[src/hdl/tpik_pkg.sv]
// ----------------------------------------------------------------------------
// tpik_pkg
// Types, codes and constants of the tilt platform inverse kinematics block.
// ----------------------------------------------------------------------------
package tpik_pkg;

  localparam int CFG_W   = 20;
  localparam int IDX_W   = 3;
  localparam int ANG_W   = 15;
  localparam int SEL_W   = 2;
  localparam int OANG_W  = 14;
  localparam int STAT_W  = 2;
  localparam int QUEUE_DEPTH = 2;

  // register indexes
  localparam logic [IDX_W-1:0] REG_HEIGHT = 3'd0;
  localparam logic [IDX_W-1:0] REG_RADIUS = 3'd1;
  localparam logic [IDX_W-1:0] REG_OFFSET = 3'd2;
  localparam logic [IDX_W-1:0] REG_CRANK  = 3'd3;
  localparam logic [IDX_W-1:0] REG_ROD    = 3'd4;

  localparam logic [CFG_W-1:0] RST_HEIGHT = 20'd81000;
  localparam logic [CFG_W-1:0] RST_RADIUS = 20'd45000;
  localparam logic [CFG_W-1:0] RST_OFFSET = 20'd49220;
  localparam logic [CFG_W-1:0] RST_CRANK  = 20'd60550;
  localparam logic [CFG_W-1:0] RST_ROD    = 20'd51260;

  // fold limits, hundredths of a degree
  localparam logic signed [ANG_W:0] ANG_POS_LIM  = 16'sd9000;
  localparam logic signed [ANG_W:0] ANG_NEG_LIM  = -16'sd9000;
  localparam logic signed [ANG_W:0] ANG_HALF_TURN = 16'sd18000;
  localparam logic [16:0] OANG_MAX = 17'd9000;

  // Q30 constants
  localparam logic signed [31:0] Q30_ONE        = 32'sd1073741824;
  localparam logic signed [31:0] Q30_HALF       = 32'sd536870912;
  localparam logic signed [31:0] Q30_SQRT3_HALF = 32'sd929887697;
  localparam logic signed [33:0] CORDIC_INV_GAIN = 34'sd652032874;

  localparam logic [SEL_W-1:0] SEL_PLUS  = 2'd1;
  localparam logic [SEL_W-1:0] SEL_MINUS = 2'd2;

  typedef enum logic [STAT_W-1:0] {
    STAT_OK    = 2'd0,
    STAT_NOSOL = 2'd1,
    STAT_ZERO  = 2'd2
  } status_t;

  typedef enum logic [1:0] {
    MOT_ZERO,
    MOT_PLUS,
    MOT_MINUS
  } motor_t;

  typedef struct packed {
    logic [CFG_W-1:0] height;
    logic [CFG_W-1:0] radius;
    logic [CFG_W-1:0] offset;
    logic [CFG_W-1:0] crank;
    logic [CFG_W-1:0] rod;
  } cfg_t;

  // one classified item in the queue
  typedef struct packed {
    logic signed [ANG_W-1:0] roll;
    logic                    roll_neg;
    logic signed [ANG_W-1:0] pitch;
    logic                    pitch_neg;
    motor_t                  motor;
  } item_t;

  typedef struct packed {
    logic push;
    logic full;
  } qctl_t;

  typedef enum logic [4:0] {
    BK_IDLE,
    BK_TRIG,
    BK_MUL2,
    BK_MUL3,
    BK_CHK,
    BK_SQ,
    BK_NUM,
    BK_SQRT1,
    BK_BND,
    BK_CMP,
    BK_DIV,
    BK_TSQ,
    BK_ROOT2,
    BK_SQRT2,
    BK_MUL4,
    BK_SUM,
    BK_NORM,
    BK_VEC,
    BK_FIN,
    BK_OUT
  } back_state_t;

  // atan(2^-i), hundredths of a degree, Q8
  function automatic logic [20:0] atan_entry(input logic [4:0] idx);
    logic [20:0] v;
    unique case (idx)
      5'd0:  v = 21'd1152000;
      5'd1:  v = 21'd680065;
      5'd2:  v = 21'd359328;
      5'd3:  v = 21'd182400;
      5'd4:  v = 21'd91554;
      5'd5:  v = 21'd45822;
      5'd6:  v = 21'd22916;
      5'd7:  v = 21'd11459;
      5'd8:  v = 21'd5730;
      5'd9:  v = 21'd2865;
      5'd10: v = 21'd1432;
      5'd11: v = 21'd716;
      5'd12: v = 21'd358;
      5'd13: v = 21'd179;
      5'd14: v = 21'd90;
      5'd15: v = 21'd45;
      5'd16: v = 21'd22;
      5'd17: v = 21'd11;
      5'd18: v = 21'd6;
      5'd19: v = 21'd3;
      5'd20: v = 21'd1;
      5'd21: v = 21'd1;
      default: v = 21'd0;
    endcase
    return v;
  endfunction

endpackage

[src/hdl/tpik_queue.sv]
// ----------------------------------------------------------------------------
// tpik_queue
// Short register queue between the front and the back.
// ----------------------------------------------------------------------------
module tpik_queue (
  input  logic               clk,
  input  logic               rst,
  input  tpik_pkg::qctl_t    ctl_in,
  output logic               full,
  input  tpik_pkg::item_t    wr_item,
  input  logic               pop,
  output logic               not_empty,
  output tpik_pkg::item_t    rd_item
);

  localparam int PTR_W = $clog2(tpik_pkg::QUEUE_DEPTH);
  localparam int CNT_W = $clog2(tpik_pkg::QUEUE_DEPTH + 1);

  tpik_pkg::item_t  entries [tpik_pkg::QUEUE_DEPTH];
  logic [PTR_W-1:0] wr_ptr, rd_ptr;
  logic [CNT_W-1:0] count;
  logic do_pop;

  assign full      = (count == CNT_W'(tpik_pkg::QUEUE_DEPTH));
  assign not_empty = (count != '0);
  assign rd_item   = entries[rd_ptr];
  assign do_pop    = pop && not_empty;

  always_ff @(posedge clk) begin
    if (rst) begin
      wr_ptr <= '0;
      rd_ptr <= '0;
      count  <= '0;
    end else begin
      if (ctl_in.push) begin
        wr_ptr <= wr_ptr + 1'b1;
      end
      if (do_pop) begin
        rd_ptr <= rd_ptr + 1'b1;
      end
      count <= count + CNT_W'(ctl_in.push) - CNT_W'(do_pop);
    end
  end

  always_ff @(posedge clk) begin
    if (ctl_in.push) begin
      entries[wr_ptr] <= wr_item;
    end
  end

endmodule

[config.mk]
export PLATFORM = sky130hd
export DESIGN_NAME = tpik_queue
export DESIGN_NICKNAME = d
export VERILOG_FILES = /design/src/hdl/tpik_pkg.sv /design/src/hdl/tpik_queue.sv
export SDC_FILE = /design/constraint.sdc
export NUM_CORES = 1
export LEC_CHECK = 0
export BUFFER_PORTS_ARGS = -buffer_cell sky130_fd_sc_hd__buf_2
export CAP_MARGIN = 30
export CORE_MARGIN = 1
export CORE_UTILIZATION = 52
export DETAILED_ROUTE_END_ITERATION = 8
export HOLD_SLACK_MARGIN = 0.15
export PLACE_DENSITY = 0.83
export SYNTH_ARGS = -nofsm -noshare
export SYNTH_HDL_FRONTEND = slang
export SYNTH_SLANG_ARGS = --single-unit
[constraint.sdc]
create_clock -name clk -period 2.9 [get_ports clk]
set_clock_uncertainty 0.1 [all_clocks]
set_input_delay 0.145 -clock clk [delete_from_list [all_inputs] [get_ports clk]]
set_output_delay 0.145 -clock clk [all_outputs]
set_load 0.02 [all_outputs]
# --- After elaboration in Yosys (flattened, before gate mapping) ---
# Memories as Yosys holds them, arrays and structs flattened. A register that Yosys moved wholly into a read port is not among the register bits.
# Index checks and enable logic that the tools add are counted.
word_totals:
  regBits: 4
  latch_bits: 0
  mem_bits_rw: 68
  rom_bits: 0
  input_bits: 39
  output_inout_bits: 36
  word_cells: 15
  n_memories: 1
memory_table:
  columns: ["memory", "words", "width", "read_ports", "rd_clocked_by_memory_dff", "write_ports", "line_no", "text"]
  rows:
  - ["entries", 2, 34, 1, 1, 1, "tpik_queue.sv:19", "tpik_pkg::item_t entries [tpik_pkg::QUEUE_DEPTH];"]
op_classes:
  add_sub_neg: 4
  mul: 0
  n_div: 0
  magnitude_cmp: 0
  n_eq_ne: 1
  shifts: 0
  n_mux: 4
  bitwise_logic: 0
  reduce_logical: 2
ops:
  columns: ["cell", "count"]
  rows:
  - ["two-way mux 1 bit", 4]
  - ["adder 1 bit (second input constant)", 2]
  - ["adder 2 x 1 -> 2 bit", 1]
  - ["== test 2 bit (second input constant)", 1]
  - ["nonzero test 2 bit", 1]
  - ["subtractor 2 x 1 -> 2 bit", 1]
  - ["logical AND 1 bit", 1]

# --- Longest topological paths before layout ---
# Gate-level depths: netlist of the first run.
depth:
  depth_word: 4
  mapped_depth: 6
  mapped_depth_nobuf: 6

# --- Least setup slack after synthesis of the first run ---
# OpenSTA, ideal clock, no wires.
synth_timing:
  kind: "register to register"
  start: "reg wr_ptr"
  end: "mem entries[0][0] (netlist name), enable pin"
  setup_time_ns: 0.429
  arrival_ns: 1.855
  required_time_ns: 2.371
  setup_slack_ns: 0.515
  stages_incl_launch_ff: 2
  n_path_buf: 0
  period_less_slack_ns: 2.385
  path_cell_list: "dfxtp_1 > nor2b_1"
synth_rtl:
  columns: ["element", "line_no", "text"]
  rows:
  - ["start: declaration", "tpik_queue.sv:20", "logic [PTR_W-1:0] wr_ptr, rd_ptr;"]
  - ["start signal: assignment", "tpik_queue.sv:36", "wr_ptr <= wr_ptr + 1'b1;"]
  - ["end: declaration", "tpik_queue.sv:19", null]
# Straight into the memory's write port.

==> metrics.yaml, run 1 <==
yosys:
  syn_nets: 170
  yosys_warnings: 0
  syn_area_mm2: 0.002851
  yosysUniqueCellTypes: 15
  synthSimpleGateAreaFrac: 0.01711
  ys_seq_elements: 73
  synth_mux_area_frac: 0.1817
  synth_fa_ha_area_frac: 0.008776
  syn_area_per_cell_um2: 22.10
  synth-xor-area-share: 0.01097
  synth_cells: 129
  synth_compound_area_frac: 0.002633
  synth-seq-area-share: 0.7512
  synth_top_family_by_area: "multiplexers"
setup_path:
  critPathMaxFanout: 18
  critPathKind: "reg2out"
  critPathLaunchType: "flop"
  crit_required_ns: 2.65
  worstPathArrival_ns: 1.78
  crit_path_end_kind: "primary output"
  r2r_start: "count[1]"
final_layout:
  nets: 291
  fin_util: 0.7387
  final_cell_area_mm2: 0.003845
  layoutNonFillerInstCount: 324
  antenna_cells: 0
  drive_gt1_frac: 0.5000
  area_growth_pct: 34.84
clocking:
  clockBufferDepth: 2
  insertion_delay_ns: 0.32
  numCtsBuffers: 9
  cts_sinks: 73
  h-tree-depth: 3
  cts_tree: "built"
  clk_pin_slew_ns: 0.07
  cts.repair.resized: 0
  clockRootBuffer: "clkbuf_8"
floorplanning:
  dieWidth_um: 76.05
  core_area_mm2: 0.005205
  num_io_pins: 75
  dieArea_mm2: 0.005784
  dieHeight_um: 76.05
  start_util: 0.5478
  std_cell_rows: 26
place:
  place_area_mm2: 0.003269
  dp_cells: 270
  numPortBuffers: 73
  place_congestion: 0.7009
  hpwlAfterDp_um: 2830
route:
  dr_total_vias: 1522
  drc: 0
  wl_per_cell_um: 14.64
  first_iter_violations: 40
  dr.pass1.iters: 4
  wirelength_um: 4743
  ant_nets: 0
  via_per_inst: 4.698
outcome:
  run_status: "complete, no violations"
power:
  ir_worst_vdd_mv: 0.5816
  power_density_mw_per_mm2: 717.7
  leakagePower_nw: 1.552
  power_w: 0.002759
hold_path:
  hp-start: "wr_item[12]"
  hp-class: "in2reg"
sta:
  period_minus_slack_ns: 2.022
  worst_pin_slew_ns: 0.5955
  slew_viol_final: 0
  fin_tns_setup_ns: 0
  final-setup-viol-count: 0
  period_share: 0.6973
  hold_viol_final: 0
  timing.fmax_ghz: 0.4945
  max_slew_margin: 0.6030
  rsz0062_at_grt: "no"
global_routing:
  grt_max_degree: 35
  grt_pass1_wl_um: 7417
  grt_use_total: 0.1769
  grt_overflow_total: 0
  grt_antenna_before_repair: 0
  grt_pass1_vias: 1610
run:
  cap_viol_max_count: 0
-- repair_timing --
action | in CTS | in global routing
setup buffers | 0 | 0
endpoints found under the hold margin | 73 | 0
hold buffers | 38 | 0
-- Yosys cell counts --
| master | instances | share of area |
|---|---|---|
| and2_1 | 1 | 0.0022 |
| buf_12 | 3 | 0.021 |
| buf_6 | 1 | 0.0039 |
| dfxtp_1 | 5 | 0.035 |
| edfxtp_1 | 68 | 0.72 |
| ha_1 | 2 | 0.0088 |
| inv_1 | 2 | 0.0026 |
| mux2_2 | 6 | 0.024 |
| mux2_4 | 30 | 0.16 |
| nor2_1 | 3 | 0.0039 |
| nor2b_1 | 4 | 0.0088 |
| o21a_1 | 1 | 0.0026 |
| or2_2 | 1 | 0.0022 |
| xnor2_1 | 1 | 0.0031 |
| xnor3_1 | 1 | 0.0079 |
-- worst paths after layout --
kind | to | cells past startpoint | slack (ns)
min | entries[0][12] | 2 | 0.44
max | rd_item[27] | 3 | 0.88
min reg2reg | rd_ptr | 2 | 0.51
max reg2reg | count[1] | 6 | 1.41
-- area by class of cell --
class                   count  area, um^2
repair buffers            114       793.3
multi-input cells          50       638.1
well taps                  70       87.58
inverters                   2       7.507
fillers                   328        1360
clock buffers              10       127.6
flip-flops and latches     73        2143
clock inverters             5       47.55
-- metal layers --
layer,GRT usage,share of wire,up-vias,routed length (um)
met5,0,0,-,0
met4,0.08269,0.014,0,65
met3,0.05509,0.034,4,159
met2,0.3364,0.59,44,2791
met1,0.1725,0.36,734,1727
li1,-,-,740,-
-- flip-flops by register name, summed over array words and instances (netlist names), named ones only --
register  cells
count         2
entries      68
rd_ptr        1
wr_ptr        1
-- kinds of logic after synthesis --
family | Yosys count
flip-flops | 73
multiplexers | 36
buffers and inverters | 6
AO/OA/AOI/OAI | 1
XOR/XNOR | 2
adder cells (fa/ha/maj) | 2
AND/OR/NAND/NOR | 9
-- power breakdown --
part | switching [W] | total [W] | internal [W]
logic | 0.000345 | 0.000741 | 0.000396
registers | 0.0000691 | 0.00131 | 0.00124
clock network | 0.000323 | 0.000707 | 0.000384
total | 0.000737 | 0.00276 | 0.00202
-- cell usage in the layout, fill, tap and decap left out, drive strengths merged --
cell type / count
buf: 76
nor2: 3
dlygate4sd3: 38
clkinv: 4
and2: 1
or2: 1
ha: 2
inv: 2
xnor2: 1
xnor3: 1
bufinv: 1
mux2: 36
edfxtp: 68
nor2b: 4
dfxtp: 5
o21a: 1
clkbuf: 10
-- worst max-delay path, cell delays in order, from the launching register on --
cell     delay [ns]
dfxtp_2        0.71
buf_12         0.26
mux2_4         0.32
buf_2          0.16
-- through the flow --
step / worst slack (ns) / hold WS [ns]
after floorplan: 0.5154 / 0.1166
after global placement: 1.209 / 0.2327
after detailed placement: 1.215 / 0.2365
after CTS: 0.8499 / 0.4262
after global routing: 0.7986 / 0.4203
final: 0.8778 / 0.4354
Power figures use the tool's default switching activity.
==> run 2, diff against run 1 <==
--- a/config.mk
+++ b/config.mk
@@ -5,13 +5,14 @@
 export SDC_FILE = /design/constraint.sdc
 export NUM_CORES = 1
 export LEC_CHECK = 0
+export ABC_AREA = 1
 export BUFFER_PORTS_ARGS = -buffer_cell sky130_fd_sc_hd__buf_2
 export CAP_MARGIN = 30
 export CORE_MARGIN = 1
-export CORE_UTILIZATION = 52
+export CORE_UTILIZATION = 47
 export DETAILED_ROUTE_END_ITERATION = 8
 export HOLD_SLACK_MARGIN = 0.15
-export PLACE_DENSITY = 0.83
+export PLACE_DENSITY = 0.79
 export SYNTH_ARGS = -nofsm -noshare
 export SYNTH_HDL_FRONTEND = slang
 export SYNTH_SLANG_ARGS = --single-unit
==> constraint.sdc (replaced) <==
create_clock -name clk -period 1.75 [get_ports clk]
set_clock_uncertainty 0.1 [all_clocks]
set_input_delay 0.0875 -clock clk [delete_from_list [all_inputs] [get_ports clk]]
set_output_delay 0.0875 -clock clk [all_outputs]
set_load 0.02 [all_outputs]
==> run 2 against run 1 <==
  * Non-clock buffer count is 2 higher
  * Routed wire length is 3.5% higher
  * Worst setup slack worse by 0.81 ns
  * Register-to-register slack got worse by 1.2 ns
  * Count of clock-buffer cells in the layout unchanged
  * Die area rose by 10%
  * Utilization is 7.8 points lower
  * Final area increased by 1.1%
  * Sequential share of layout area down 0.56 points
  * Largest power group unchanged
  * Highest routed layer unchanged
==> metrics.yaml, run 2 <==
place:
  dp_cells: 293
  place_congestion: 0.6481
  numPortBuffers: 73
  hpwlAfterDp_um: 3153
  place_area_mm2: 0.003306
yosys:
  synth_cells: 143
  syn_area_per_cell_um2: 19.94
  synth_common_cells: "68 x edfxtp_1, 30 x mux2_4, 10 x inv_1, 10 x nor2_1, 6 x nand2_1"
  synth_ff_type: "edfxtp_1"
  yosys.area.top_type: "edfxtp_1"
  synth.area.top_cells: "edfxtp_1 72%, mux2_4 16%, dfxtp_1 3.5%"
  synth-seq-area-share: 0.7512
  yosysTopAreaCellShare: 0.7161
  syn_nets: 184
  synth_edf_count: 68
  async_flop_share: 0
  syn_area_mm2: 0.002851
  yosysMostFrequentCell: "edfxtp_1"
  yosysUniqueCellTypes: 13
  yosys_warnings: 0
  ys_seq_elements: 73
route:
  dr_total_vias: 1607
  drc: 0
  dr.pass1.iters: 4
  ant_nets: 0
  wl_per_cell_um: 14.18
  wirelength_um: 4907
  first_iter_violations: 53
  via_per_inst: 4.645
sta:
  max_slew_margin: 0.7955
  rsz0062_at_grt: "no"
  period_share: 0.9640
  slew_viol_final: 0
  timing.fmax_ghz: 0.5928
  hold_viol_final: 0
  final-setup-viol-count: 0
  period_minus_slack_ns: 1.687
  worst_pin_slew_ns: 0.3067
  fin_tns_setup_ns: 0
final_layout:
  drive_gt1_frac: 0.4760
  final_cell_area_mm2: 0.003889
  layoutNonFillerInstCount: 346
  top_register: "entries"
  largest_register_ffs: 68
  layout_common_cells: "73 x buf_2, 68 x edfxtp_1, 37 x dlygate4sd3_1"
  antenna_cells: 0
  layout_commonest_cell: "buf_2"
  area_growth_pct: 36.38
  nets: 307
  nFillCells: 422
  top_regs: "entries x68, count x2"
  fin_util: 0.6607
clocking:
  numCtsBuffers: 9
  clk_pin_slew_ns: 0.07
  clockRootBuffer: "clkbuf_8"
  insertion_delay_ns: 0.33
  cts_tree: "built"
  cts_sinks: 73
  clockBufferDepth: 2
  h-tree-depth: 3
  post_cts_buffers: 0
global_routing:
  grt_antenna_before_repair: 0
  grt_pass1_vias: 1626
  grt_overflow_total: 0
  grt_pass1_wl_um: 7355
  grt_use_total: 0.1641
  grt_max_degree: 23
power:
  leakagePower_nw: 1.602
  power_w: 0.004710
  swShare: 0.2714
  pwr-share-clk: 0.291
  ir_worst_vdd_mv: 0.9937
  power.switching_w: 0.001278
  combPwrFrac: 0.261
  power_density_mw_per_mm2: 1211
  intPower_w: 0.003431
  p_seq_frac: 0.448
setup_path:
  crit_family: "flip-flops"
  critPathKind: "reg2out"
  slowest_delay_ns: 0.43
  crit_path_end_kind: "primary output"
  cp_cell_sequence: "buf_12, mux2_2, buf_2"
  critPathMaxFanout: 20
  path_buf_inv: 2
  critPathLaunchType: "flop"
  crit_required_ns: 1.56
  worstPathArrival_ns: 1.50
  slowest_stage: "dfxtp_4"
floorplanning:
  std_cell_rows: 28
  start_util: 0.4845
  dieWidth_um: 79.89
  dieArea_mm2: 0.006382
  core_area_mm2: 0.005886
  num_io_pins: 75
  dieHeight_um: 79.89
run:
  cap_viol_max_count: 0
outcome:
  run_status: "complete, no violations"
hold_path:
  hp-class: "in2reg"
==> run 2: cell count changes after synthesis, moves of 2 or more <==
cell	change
inv_1	+8
nand3_1	+2
mux2_2	-2
nor2b_1	-4
nand2_1	+6
nor2_1	+7
==> run 2: final timing paths <==
path | from | to | slack (ns) | cells past startpoint
max | flop | rd_item[30] | 0.06 | 3
min | wr_item[21] | entries[1][21] | 0.37 | 2
max reg2reg | count[1] | count[1] | 0.21 | 10
min reg2reg | rd_ptr | flop | 0.44 | 2
==> run 2: worst reg2reg max path, cell delays in order, from the launching register on <==
cell	delay [ns]
dfxtp_1	0.34
nor2_1	0.05
nor2_1	0.14
ha_1	0.25
inv_1	0.06
ha_1	0.17
inv_1	0.05
nand2_1	0.07
nand3_1	0.08
nand2_1	0.08
nor2_1	0.04
==> run 2: logic make-up (layout without fill, tap and decap cells) <==
family                   Yosys count  count (layout)  share of synthesized area
buffers and inverters             14             142                    0.03818
AO/OA/AOI/OAI                      1               1                   0.001753
multiplexers                      34              34                     0.1738
AND/OR/NAND/NOR                   19              19                    0.02633
adder cells (fa/ha/maj)            2               2                   0.008774
flip-flops                        73              73                     0.7512
==> run 2: metal layers <==
layer  vias up  track usage  share of wire  wire length [um]
met3        12      0.04114          0.041               203
met4         0       0.1018          0.026               129
li1        775            -              -                 -
met5         -            0              0                 0
met2        52       0.2923           0.53              2615
met1       768       0.1722           0.40              1959
==> run 2: area by class of cell <==
class	instances	area [um^2]	area share
clock buffer	10	127.6	0.03282
clock inverter	6	82.58	0.02124
inverter	10	37.54	0.009653
multi-input combinational	56	608.1	0.1564
sequential	73	2146	0.5518
tap	75	93.84	0.02413
timing repair buffer	116	793.3	0.2040
==> run 2: power groups by stage <==
stage | clock network [W] | logic [W] | registers (W)
2_1_floorplan | 0 | 0.000946 | 0.00211
3_3_place_gp | 0 | 0.00114 | 0.00214
3_5_place_dp | 0 | 0.00117 | 0.00215
4_1_cts | 0.00141 | 0.00124 | 0.00211
5_1_grt | 0.00148 | 0.00132 | 0.00212
6_report | 0.00137 | 0.00123 | 0.00211
==> run 2: timing repair <==
| item | 4_1_cts | 5_1_grt |
|---|---|---|
| setup endpoints to repair | 24 | 0 |
| resized for setup | 1 | 0 |
| hold endpoints to repair | 73 | 0 |
| hold buffers | 37 | 0 |
==> run 2: stage by stage <==
step	setup WS (ns)	hold slack [ns]
detailed placement	0.2196	0.1797
floorplan	0.02024	0.05872
global route	0.001059	0.3645
global placement	0.3216	0.1753
CTS	0.02139	0.3516
finish	0.06303	0.3703
