<file path="src/hdl/tpik_isqrt.sv">
// ----------------------------------------------------------------------------
// tpik_isqrt
// Floor square root of a 62-bit value, one result bit per cycle.
// ----------------------------------------------------------------------------
module tpik_isqrt (
  input  logic        clk,
  input  logic        rst,
  input  logic        start,
  input  logic [61:0] arg,
  output logic        done,
  output logic [30:0] root
);

  logic        busy;
  logic [4:0]  cnt;
  logic [61:0] op;
  logic [34:0] rem, rem_sh, trial;

  always_comb begin
    rem_sh = {rem[32:0], op[61:60]};
    trial  = {2'b00, root, 2'b01};
  end

  always_ff @(posedge clk) begin
    if (rst) begin
      busy <= 1'b0;
      done <= 1'b0;
      cnt  <= '0;
    end else begin
      done <= 1'b0;
      if (start) begin
        busy <= 1'b1;
        cnt  <= 5'd30;
      end else if (busy) begin
        cnt <= cnt - 1'b1;
        if (cnt == 5'd0) begin
          busy <= 1'b0;
          done <= 1'b1;
        end
      end
    end
  end

  always_ff @(posedge clk) begin
    if (start) begin
      op   <= arg;
      rem  <= '0;
      root <= '0;
    end else if (busy) begin
      op <= {op[59:0], 2'b00};
      if (rem_sh >= trial) begin
        rem  <= rem_sh - trial;
        root <= {root[29:0], 1'b1};
      end else begin
        rem  <= rem_sh;
        root <= {root[29:0], 1'b0};
      end
    end
  end

endmodule

</file>
<file path="config.mk">
export PLATFORM = sky130hd
export DESIGN_NAME = tpik_isqrt
export DESIGN_NICKNAME = d
export VERILOG_FILES = /design/src/hdl/tpik_isqrt.sv
export SDC_FILE = /design/constraint.sdc
export NUM_CORES = 1
export LEC_CHECK = 0
export BUFFER_PORTS_ARGS = -buffer_cell sky130_fd_sc_hd__buf_4
export CAP_MARGIN = 0
export CORE_MARGIN = 3
export CORE_UTILIZATION = 53
export DETAILED_ROUTE_END_ITERATION = 6
export MAX_ROUTING_LAYER = met4
export PLACE_DENSITY_LB_ADDON = 0.12
export SETUP_SLACK_MARGIN = 0.05
export SLEW_MARGIN = 20
export SYNTH_ARGS = -nofsm -noshare
export SYNTH_HDL_FRONTEND = slang
export SYNTH_SLANG_ARGS = --single-unit
</file>
<file path="constraint.sdc">
create_clock -name clk -period 2.6 [get_ports clk]
set_input_delay 0 -clock clk [delete_from_list [all_inputs] [get_ports clk]]
set_output_delay 0 -clock clk [all_outputs]
set_load 0.05 [all_outputs]
</file>
### Word level (Yosys, flattened, before mapping)

Index checks and enable logic that the tools add are counted.
W data, S select, Z words.

* register bits: 133
* input bits: 65
* output and inout port bits: 32

* $add $sub $neg: 2
* $lt $le $gt $ge: 1
* muxes and demuxes: 10
* bitwise logic cells: 1
* reductions and logical operators: 4

Operators with widths (number)
* $mux W62: 2
* $ge A35 B33 Y1: 1
* $mux W33: 1
* $sub A33 B33 Y33: 1
* $mux W5: 2
* $logic_not A5 Y1: 1
* $mux W1: 5
* $sub A5 B1 Y5 const B: 1
* $reduce_or A3 Y1: 1
* $reduce_bool A2 Y1: 1
* $reduce_or A2 Y1: 1
* $not A1 Y1: 1

### Logic depth before layout (Yosys ltp)

Gate-level depths: netlist of run 1.

* word-level depth: 4
* depth in mapped cells: 14
* mapped depth without buffers: 11

### Worst setup path after synthesis of run 1

OpenSTA, ideal clock, no wires.

* path kind: register to register
* from: reg root[0]
* to: reg rem[29]
* arrival: 2.915 ns
* setup slack: -0.391 ns
* stages on the path, launching flop included: 12
* cell sequence: dfxtp_1 -> inv_1 -> ha_1 -> o21ai_0 -> a211oi_2 -> o311ai_2 -> o21ai_2 -> a31oi_4 -> o31a_1 -> buf_6 -> a311o_1 -> a41oi_2

* cells in the longest elaborated chain, start to end: 2
* elaborated cells on any way between the ends: 3
* classes of those cells: add/sub: 1; order compare: 1; mux: 1

Ends and longest elaborated chain
* start, declared: line 11 `output logic [30:0] root`
* start signal, assigned: line 53 `root <= {root[29:0], 1'b1};`
* start signal, assigned: line 56 `root <= {root[29:0], 1'b0};`
* $sub A33 B33 Y33 or $ge A35 B33 Y1 (tied branches): line 52, 51
* $mux W33 *: line 51 `if (rem_sh >= trial) begin`
* end signal, assigned: line 52 `rem <= rem_sh - trial;`
* end signal, assigned: line 55 `rem <= rem_sh;`
* end, declared: line 17 `logic [34:0] rem, rem_sh, trial;`

Every way passes the cells marked *; elsewhere a longest branch is shown, timed or not.
A chain may end at the register's enable or synchronous reset.

### Final worst setup path of run 1

* from: reg root[0]
* to: reg rem[12]

Same word-level chain as after synthesis.

==> results of run 1 <==
## worst paths after layout
check	slack, ns	startpoint	end	cells past startpoint
setup / recovery	0.05	root[0]$_SDFFE_PP0P_	rem[12]$_SDFFE_PP0P_	12
hold / removal	0.34	rst	cnt[1]$_SDFFE_PP0P_	3
setup reg to reg	0.05	root[0]$_SDFFE_PP0P_	rem[12]$_SDFFE_PP0P_	12
hold reg to reg	0.49	rem[19]$_SDFFE_PP0P_	rem[19]$_SDFFE_PP0P_	2
## report_power, final
part	internal (mW)	leakage (nW)	switching [mW]
registers	2.48	1.22	0.230
logic	3.87	3.04	3.80
clock network	1.82	0.323	0.946
total	8.18	4.59	4.97
## through the flow
stage	util	setup TNS [ns]	std cells	cell area [µm²]	setup slack, ns
floorplan	-	-0.117	721	7430	-0.0366
global placement	0.669	-0.0418	1041	8890	-0.0416
detailed placement	0.669	-0.316	1041	8890	-0.0717
CTS	0.780	-0.00161	1138	10400	-0.00161
global route	0.834	-0.685	1160	11100	-0.0911
finish	0.834	0	1160	11100	0.0474
## final cells by class
cell class,instances,area share
Clock inverter,10,0.0173
Sequential cell,133,0.303
Clock buffer,22,0.0438
Inverter,50,0.0171
Multi-Input combinational cell,502,0.394
Timing Repair Buffer,267,0.205
Tap cell,176,0.0199
## cells in the final DEF, fill, tap and decap left out, types with 8 or more instances in the layout
cell type | netlist | final
o21ai_0 | 25 | 12
edfxtp_1 | 62 | 62
a21o_1 | 14 | 14
nand2_1 | 37 | 36
xor2_1 | 11 | 11
o21ai_1 | 0 | 11
dfxtp_2 | 0 | 21
a211oi_1 | 18 | 10
dfxtp_4 | 0 | 14
ha_4 | 0 | 21
dlygate4sd3_1 | 0 | 64
mux2_2 | 61 | 61
dfxtp_1 | 71 | 36
buf_4 | 0 | 190
a211oi_2 | 1 | 8
a21oi_1 | 40 | 25
clkbuf_16 | 0 | 20
xnor2_1 | 20 | 20
mux2i_1 | 35 | 34
nand4_1 | 11 | 11
inv_2 | 1 | 14
ha_1 | 35 | 13
a21oi_2 | 0 | 11
nor2_1 | 94 | 86
nor3_1 | 12 | 8
inv_1 | 49 | 35
## timing repair
item                                    4_1_cts  5_1_grt
cloned                                        0        3
pin swaps                                    18       45
setup buffers                                 1       19
endpoints found under the setup margin       28       33
hold buffers                                 64        0
gates resized for setup                      30      108
hold endpoints to repair                     69        0
## state kept, by name (all words and copies together) (netlist names)
register and count:
root 31, op 62, done 1, cnt 5
busy 1, rem 33
## routing by layer
metal / vias to the layer above / wire (µm) / track usage / share of wire
met5: - / 0 / - / 0
met4: 0 / 493 / 0.117 / 0.024
met3: 47 / 1040 / 0.0554 / 0.049
met2: 220 / 11100 / 0.479 / 0.53
met1: 3136 / 8360 / 0.319 / 0.40
li1: 3105 / - / - / -
## tightest hold or removal path: stages
cell and delay, ns:
dlygate4sd3_1 0.53, buf_4 0.14, nor2_1 0.05
## kinds of logic (layout without fill, tap and decap cells)
kind of cell    after synthesis  count (layout)  synth area share
simple gates                185             185             0.113
flops                       133             133             0.452
compound gates              154             155             0.147
buf+inv                      87             349            0.0469
xor+xnor                     31              31            0.0374
mux                          96              96             0.143
fa+ha+maj                    35              35            0.0603
==> out/qor.yml, run 1 <==
synth:
  syn_area_per_cell_um2: 10.1
  async_flop_share: 0
  synth_ff_type: "dfxtp_1"
  yosys_warnings: 0
  synth-edff-count: 62
  synth_cells: 721
  yosysMostFrequentCell: "nor2_1"
  synth_area_leader_cell: "edfxtp_1"
  synth_area_leaders: "edfxtp_1 26%, dfxtp_1 20%, mux2_2 9.5%"
  ys_seq_elements: 133
  synth.cell_area_um2: 7260
  synth.top_cell.area_share: 0.257
  synthDistinctLibCells: 58
  synthTopCellsByCount: "94 x nor2_1, 71 x dfxtp_1, 62 x edfxtp_1"
  syn_nets: 821
  synth_seq_area_share: 0.452
detailed_routing:
  drcViolationCount: 0
  vias_per_cell: 5.61
  vias: 6508
  drtIter0Drc: 390
  drt-pass1-iter-count: 5
  ant_nets: 0
  routed_wl_mm: 21.0
  wl_per_cell_um: 18.1
final_layout:
  fillCellCount: 719
  diodes: 0
  final_nets: 1071
  area_delta_synth_final_pct: 52.8
  regArea_um2: 3360
  multiInputGateArea_um2: 4370
  drive_gt1_frac: 0.449
worst_setup_path:
  cp-end-kind: "register"
  cp_slowest_cell: "o31a_4"
  path_max_fanout: 6
  cp_slowest_stage_delay_ns: 0.36
  required_ns: 2.88
  worstPathCellList: "inv_2, ha_4, o21ai_4, a211oi_4, o311ai_4, o21ai_2, a31oi_4, o31a_4, buf_6, clkbuf_16, a21oi_1, a211oi_2"
  crit_family: "compound AO/OA/AOI/OAI gates"
  path_class: "register to register"
  path_buf_inv: 3
  critPathArrivalTime_ns: 2.83
  critPathLaunchType: "register"
clocking:
  numCtsBuffers: 17
  clockBufferDepth: 2
  cts_tree: "yes"
  htreeDepth: 4
  clock_latency_ns: 0.43
  cts_num_sinks: 133
  cts_root_buffer: "clkbuf_16"
  path_clk_slew_ns: 0.06
timing:
  period_share: 0.982
  min_period_ns: 2.55
  hold_viol: 0
  finalSetupViolations: 0
  max_freq_ghz: 0.392
  drv_slew: 0
  rsz0062_at_grt: "yes"
  max_slew.worst_pin.slew_ns: 0.719
  slew_headroom: 0.521
  whs_ns: 0.343
  clock_skew_ns: 0.00900
global_routing:
  grt_max_degree: 60
  grt.total_usage: 0.279
  grt_pass1_vias: 6536
  grt_pass1_wl_mm: 32.0
  grt_antenna_before_repair: 0
  gr-total-overflow: 0
floorplan:
  die_area_um2: 15100
  ios: 97
  initial_core_util: 0.546
  die_x_um: 123
  coreArea_um2: 13300
  die_y_um: 123
  rows: 42
place:
  io_buffers: 96
  dp_hpwl_mm: 12.2
  place_congestion: 0.933
power:
  p_leak_nw: 4.59
  peakVddDrop_mv: 0.941
  p_total_mw: 13.2
  power_density_nw_per_um2: 1190
flow_run:
  max_cap_viol_count: 0
outcome:
  status: "finished, final reports clean"
min_path:
  hold_class: "input port to register"
Power figures use the tool's default switching activity.
==> run 2, diff against run 1 <==
--- a/config.mk
+++ b/config.mk
@@ -8,7 +8,7 @@
 export BUFFER_PORTS_ARGS = -buffer_cell sky130_fd_sc_hd__buf_4
 export CAP_MARGIN = 0
 export CORE_MARGIN = 3
-export CORE_UTILIZATION = 53
+export CORE_UTILIZATION = 58
 export DETAILED_ROUTE_END_ITERATION = 6
 export MAX_ROUTING_LAYER = met4
 export PLACE_DENSITY_LB_ADDON = 0.12
==> constraint.sdc (replaced) <==
create_clock -name clk -period 2.75 [get_ports clk]
set_input_delay 0 -clock clk [delete_from_list [all_inputs] [get_ports clk]]
set_output_delay 0 -clock clk [all_outputs]
set_load 0.05 [all_outputs]
==> run 2 against run 1 <==
Clock skew increased by 0.0078 ns. Sequential power fell by 6%. Critical path depth unchanged. Routed wire length up 7.4%. Design area down 8.0%. Largest cell class unchanged. Cell count down 4.3%. Non-clock buffer count decreased by 42. Largest power group unchanged. Total power fell by 15%. Via count increased by 1.5%. Worst setup slack worse by 0.027 ns.
==> out/qor.yml, run 2 (synthesis results as in run 1) <==
outcome:
  status: "finished, final reports clean"
timing:
  min_period_ns: 2.73  # +0.177 ns
  period_share: 0.992  # +0.0106
  drv_slew: 0  # unchanged
  max_slew.worst_pin.slew_ns: 0.612  # -0.107 ns
  clock_skew_ns: 0.0169  # +0.00785 ns
  max_freq_ghz: 0.366  # -6.5%
  slew_headroom: 0.592  # +0.0713
  rsz0062_at_grt: "yes"
  timing.setup.tns_ns: 0  # unchanged
  hold_viol: 0  # unchanged
  finalSetupViolations: 0  # unchanged
detailed_routing:
  routed_wl_mm: 22.5  # +7.4%
  vias_per_cell: 5.95  # +6.0%
  drcViolationCount: 0  # unchanged
  ant_nets: 0  # unchanged
  drtIter0Drc: 602  # +54%
  wl_per_cell_um: 20.3  # +12%
  vias: 6603  # +1.5%
  drt-pass1-iter-count: 6  # +1
final_layout:
  diodes: 0  # unchanged
  final_common_cell: "buf_4"
  multiInputGateArea_um2: 4020  # -8.0%
  finalNonFillerCells: 1110  # -4.3%
  final_cell_mix: "158 x buf_4, 91 x nor2_1, 63 x dlygate4sd3_1, 62 x edfxtp_1, 61 x mux2_2"
  regArea_um2: 3340  # -0.56%
  drive_gt1_frac: 0.361  # -0.0883
  final_nets: 1029  # -3.9%
  area_delta_synth_final_pct: 40.6
  largest_reg_flops: 62  # unchanged
  top_register: "op"
  fillCellCount: 612  # -15%
  largest_registers: "op x62, rem x33, root x31"
global_routing:
  gr-total-overflow: 0  # unchanged
  grt_pass1_vias: 6407  # -2.0%
  grt_pass1_wl_mm: 33.3  # +4.1%
  grt_antenna_before_repair: 0  # unchanged
  grt_max_degree: 52  # -13%
  grt.total_usage: 0.307  # +0.0286
power:
  p_total_mw: 11.2  # -15%
  peakVddDrop_mv: 0.632  # -33%
  p_leak_nw: 4.24  # -7.6%
  power_density_nw_per_um2: 1100  # -7.6%
worst_setup_path:
  path_max_fanout: 7  # +1
  critPathArrivalTime_ns: 3.07  # +0.24 ns
  worstPathCellList: "inv_1, ha_1, or3b_2, nor4_2, a31oi_1, o21ai_1, a31oi_2, o31a_4, buf_4, nor2_1, a21oi_1, a211oi_1"
  cp-end-kind: "register"
  critPathLaunchType: "register"
  cp_slowest_stage_delay_ns: 0.51  # +0.15 ns
  cp_slowest_cell: "or3b_2"
  required_ns: 3.09  # +0.21 ns
  path_class: "register to register"
floorplan:
  die_x_um: 118  # -4.2%
  ios: 97  # unchanged
  coreArea_um2: 12100  # -8.9%
  die_y_um: 118  # -4.2%
  die_area_um2: 13900  # -8.2%
  initial_core_util: 0.599  # +0.0533
  rows: 40  # -4.8%
clocking:
  clock_latency_ns: 0.44  # about the same
  cts_tree: "yes"
  cts_num_sinks: 133  # unchanged
  clockBufferDepth: 2  # unchanged
  htreeDepth: 4  # unchanged
  numCtsBuffers: 17  # unchanged
  cts_root_buffer: "clkbuf_16"
  path_clk_slew_ns: 0.07  # about the same
place:
  place_congestion: 0.932  # -0.16%
  dp.cells: 998  # -4.1%
  dp_hpwl_mm: 11.8  # -3.4%
  io_buffers: 96  # unchanged
min_path:
  hold_class: "input port to register"
flow_run:
  max_cap_viol_count: 0  # unchanged
[run 2: through the flow]
step | setup slack, ns | hold WS (ns) | utilization | instance area [µm²]
3_5_place_dp | -0.0453 | 0.226 | 0.705 | 8540
5_1_grt | -0.103 | 0.0434 | 0.842 | 10200
6_report | 0.0209 | 0.0177 | 0.842 | 10200
3_3_place_gp | 0.0235 | 0.212 | 0.705 | 8540
4_1_cts | 0.0328 | 0.0132 | 0.804 | 9740
2_1_floorplan | 0.0543 | 0.0724 | - | 7370
[run 2: timing repair]
| item | in CTS | in global routing |
|---|---|---|
| gates cloned | 0 | 3 |
| pin swaps | 1 | 30 |
| hold endpoints to repair | 69 | 0 |
| hold buffers | 63 | 0 |
| gates resized for setup | 7 | 56 |
| buffers inserted | 0 | 14 |
| setup endpoints to repair | 17 | 33 |
[run 2: critical path: cells and delay by family, from the launching register on]
| family | cells | cell delay [ns] |
|---|---|---|
| AO/OA/AOI/OAI | 6 | 0.87 |
| AND/OR/NAND/NOR | 3 | 0.82 |
| flip-flops | 1 | 0.36 |
| adder cells (fa/ha/maj) | 1 | 0.33 |
| buffers and inverters | 2 | 0.25 |
[run 2: worst paths after layout]
| check | from | to | slack [ns] | cells past startpoint |
|---|---|---|---|---|
| max reg2reg | root[30]$_SDFFE_PP0P_ | rem[9]$_SDFFE_PP0P_ | 0.02 | 12 |
| min | start | root[29]$_SDFFE_PP0P_ | 0.02 | 2 |
| min reg2reg | rem[16]$_SDFFE_PP0P_ | rem[16]$_SDFFE_PP0P_ | 0.51 | 2 |
| max | root[30]$_SDFFE_PP0P_ | rem[9]$_SDFFE_PP0P_ | 0.02 | 12 |
[run 2: where the power goes]
part	internal, mW	switching, mW
Combinational	3.09	3.37
Clock	1.23	0.924
Sequential	2.35	0.213
[run 2: area by class of cell]
class	count	area share
clock buffer	18	0.0421
clock inverter	14	0.0107
inverter	50	0.0186
multi-input combinational	502	0.394
sequential	133	0.328
tap	168	0.0206
timing repair buffer	225	0.186
[run 2: per-layer routing]
layer,GRT usage,vias up,wire (µm)
li1,-,3019,-
met4,0.130,0,803
met1,0.357,3166,8860
met3,0.0663,87,1470
met2,0.518,331,11400
met5,-,-,0
==> run 3, diff against run 2 <==
--- a/config.mk
+++ b/config.mk
@@ -8,7 +8,7 @@
 export BUFFER_PORTS_ARGS = -buffer_cell sky130_fd_sc_hd__buf_4
 export CAP_MARGIN = 0
 export CORE_MARGIN = 3
-export CORE_UTILIZATION = 58
+export CORE_UTILIZATION = 50
 export DETAILED_ROUTE_END_ITERATION = 6
 export MAX_ROUTING_LAYER = met4
 export PLACE_DENSITY_LB_ADDON = 0.12
==> run 3 against run 2 <==
Via count shrank 6.4%. Critical path depth shrank 1. Routed wire length shrank 16%. Utilization shrank 12 points. Flip-flop and latch count is the same. Combinational power shrank 4.5%. Largest cell class unchanged. Largest power group unchanged.
==> out/qor.yml, run 3 (synthesis results as in run 1) <==
worst_setup_path:
  worstPathCellList: "ha_4, nor2b_1, o31ai_2, a21oi_2, buf_4, o41ai_2, o21bai_1, a21oi_1, xor2_1, o21ai_0, a22o_1"
  path_buf_inv: 1  # -1
  required_ns: 3.06  # -0.03 ns
  path_class: "register to register"
  critPathLaunchType: "register"
  cp-end-kind: "register"
  path_max_fanout: 4  # -3
  cp_slowest_stage_delay_ns: 0.40  # -0.11 ns
  reg2reg_slack_ns: 0.07  # +0.05 ns
  critPathArrivalTime_ns: 3.00  # -0.07 ns
  cp_slowest_cell: "dfxtp_1"
  crit_family: "compound AO/OA/AOI/OAI gates"
final_layout:
  drive_gt1_frac: 0.364  # +0.00299
  top_register: "op"
  multiInputGateArea_um2: 3930  # -2.1%
  final_common_cell: "buf_4"
  largest_reg_flops: 62  # unchanged
  regArea_um2: 3340  # about the same
  final_nets: 1035  # +0.58%
  fin_util: 0.727  # -0.115
  final_cell_mix: "163 x buf_4, 92 x nor2_1, 63 x dlygate4sd3_1, 62 x edfxtp_1, 61 x mux2_2"
  area_delta_synth_final_pct: 40.7  # about the same
  largest_registers: "op x62, rem x33, root x31"
  diodes: 0  # unchanged
  fillCellCount: 985  # +61%
detailed_routing:
  drcViolationCount: 0  # unchanged
  drt-pass1-iter-count: 5  # -1
  vias: 6182  # -6.4%
  drtIter0Drc: 373  # -38%
  routed_wl_mm: 19.0  # -16%
  wl_per_cell_um: 16.8  # -17%
  ant_nets: 0  # unchanged
  vias_per_cell: 5.48  # -7.9%
outcome:
  status: "finished, final reports clean"
clocking:
  numCtsBuffers: 17  # unchanged
  cts_num_sinks: 133  # unchanged
  clock_latency_ns: 0.43  # about the same
  cts_root_buffer: "clkbuf_16"
  htreeDepth: 4  # unchanged
  path_clk_slew_ns: 0.06  # about the same
  cts_tree: "yes"
  clockBufferDepth: 2  # unchanged
floorplan:
  die_x_um: 126  # +7.3%
  die_area_um2: 16000  # +15%
  initial_core_util: 0.517  # -0.0824
  coreArea_um2: 14000  # +16%
  rows: 43  # +7.5%
  ios: 97  # unchanged
  die_y_um: 126  # +7.3%
global_routing:
  grt.total_usage: 0.238  # -0.0698
  grt_pass1_vias: 6337  # -1.1%
  grt_pass1_wl_mm: 30.1  # -9.7%
  gr-total-overflow: 0  # unchanged
  grt_max_degree: 55  # +5.8%
  grt_antenna_before_repair: 0  # unchanged
place:
  place_congestion: 0.941  # +0.99%
  dp_hpwl_mm: 12.2  # +3.4%
  place_ws_ns: -0.00934  # +0.0360 ns
  io_buffers: 96  # unchanged
timing:
  drv_slew: 0  # unchanged
  clock_skew_ns: 0.0135  # -0.00339 ns
  period_share: 0.975  # -0.0171
  finalSetupViolations: 0  # unchanged
  finalWorstSetupSlack_ns: 0.0680  # +0.0471 ns
  rsz0062_at_grt: "yes"
  max_freq_ghz: 0.373  # +1.8%
  min_period_ns: 2.68  # -0.0471 ns
  slew_headroom: 0.468  # -0.124
  max_slew.worst_pin.slew_ns: 0.796  # +0.184 ns
  hold_viol: 0  # unchanged
power:
  power_density_nw_per_um2: 1070  # -2.4%
  peakVddDrop_mv: 0.674  # +6.7%
  p_leak_nw: 4.26  # +0.47%
  p_total_mw: 10.9  # -2.3%
min_path:
  hold_class: "input port to register"
flow_run:
  max_cap_viol_count: 0  # unchanged
-- run 3: cell types whose count changed in the layout (fill, tap and decap cells not counted), sizes merged --
cell      change
buf           +9
clkinv        -4
bufinv        +1
clkbuf        +1
clkinvlp      +1
inv           -1
o31a          -1
-- run 3: power by group --
| group | leakage, nW | total [mW] | internal (mW) | switching, mW |
|---|---|---|---|---|
| logic | 2.77 | 6.18 | 3.09 | 3.09 |
| registers | 1.22 | 2.52 | 2.34 | 0.177 |
| clock network | 0.264 | 2.22 | 1.34 | 0.883 |
-- run 3: path summary, 6_finish.rpt --
kind / start / endpoint / cells after the start
worst max register to register: rem[0]$_SDFFE_PP0P_ / rem[24]$_SDFFE_PP0P_ / 11
worst min register to register: rem[19]$_SDFFE_PP0P_ / rem[19]$_SDFFE_PP0P_ / 2
worst min-delay path: start / root[4]$_SDFFE_PP0P_ / 2
worst max-delay path: rem[0]$_SDFFE_PP0P_ / rem[24]$_SDFFE_PP0P_ / 11
-- run 3: metal layers --
layer	part of all wire	wire (µm)	global-route usage
met1	0.43	8130	0.284
met2	0.51	9740	0.397
met3	0.042	801	0.0501
met4	0.017	325	0.0877
met5	0	0	-
-- run 3: area by class of cell --
class / instances / area share
multi-input combinational: 501 / 0.385
timing repair buffer: 232 / 0.192
inverter: 50 / 0.0184
clock buffer: 21 / 0.0431
clock inverter: 11 / 0.0124
sequential: 133 / 0.327
tap: 180 / 0.0221
-- run 3: worst register-to-register path, stage by stage, from the launching register on --
cell	delay, ns
dfxtp_1	0.40
ha_4	0.24
nor2b_1	0.16
o31ai_2	0.31
a21oi_2	0.12
buf_4	0.15
o41ai_2	0.39
o21bai_1	0.18
a21oi_1	0.19
xor2_1	0.17
o21ai_0	0.09
a22o_1	0.20
-- run 3: what timing repair did --
item                                    in CTS  in global routing
setup buffers                                0                 19
gates cloned                                 0                  0
hold endpoints to repair                    69                  0
endpoints found under the setup margin       6                 32
resized for setup                            7                 51
pin swaps                                    2                 25
hold buffers                                63                  0
-- run 3: per-stage QoR --
stage	instances	hold WS (ns)	area (µm²)	TNS, ns
2_1_floorplan	721	0.0724	7370	0
3_3_place_gp	1014	0.221	8620	0
3_5_place_dp	1014	0.216	8620	-0.00934
4_1_cts	1109	0.0262	9850	0
5_1_grt	1128	0.0636	10200	0
6_report	1128	0.0440	10200	0
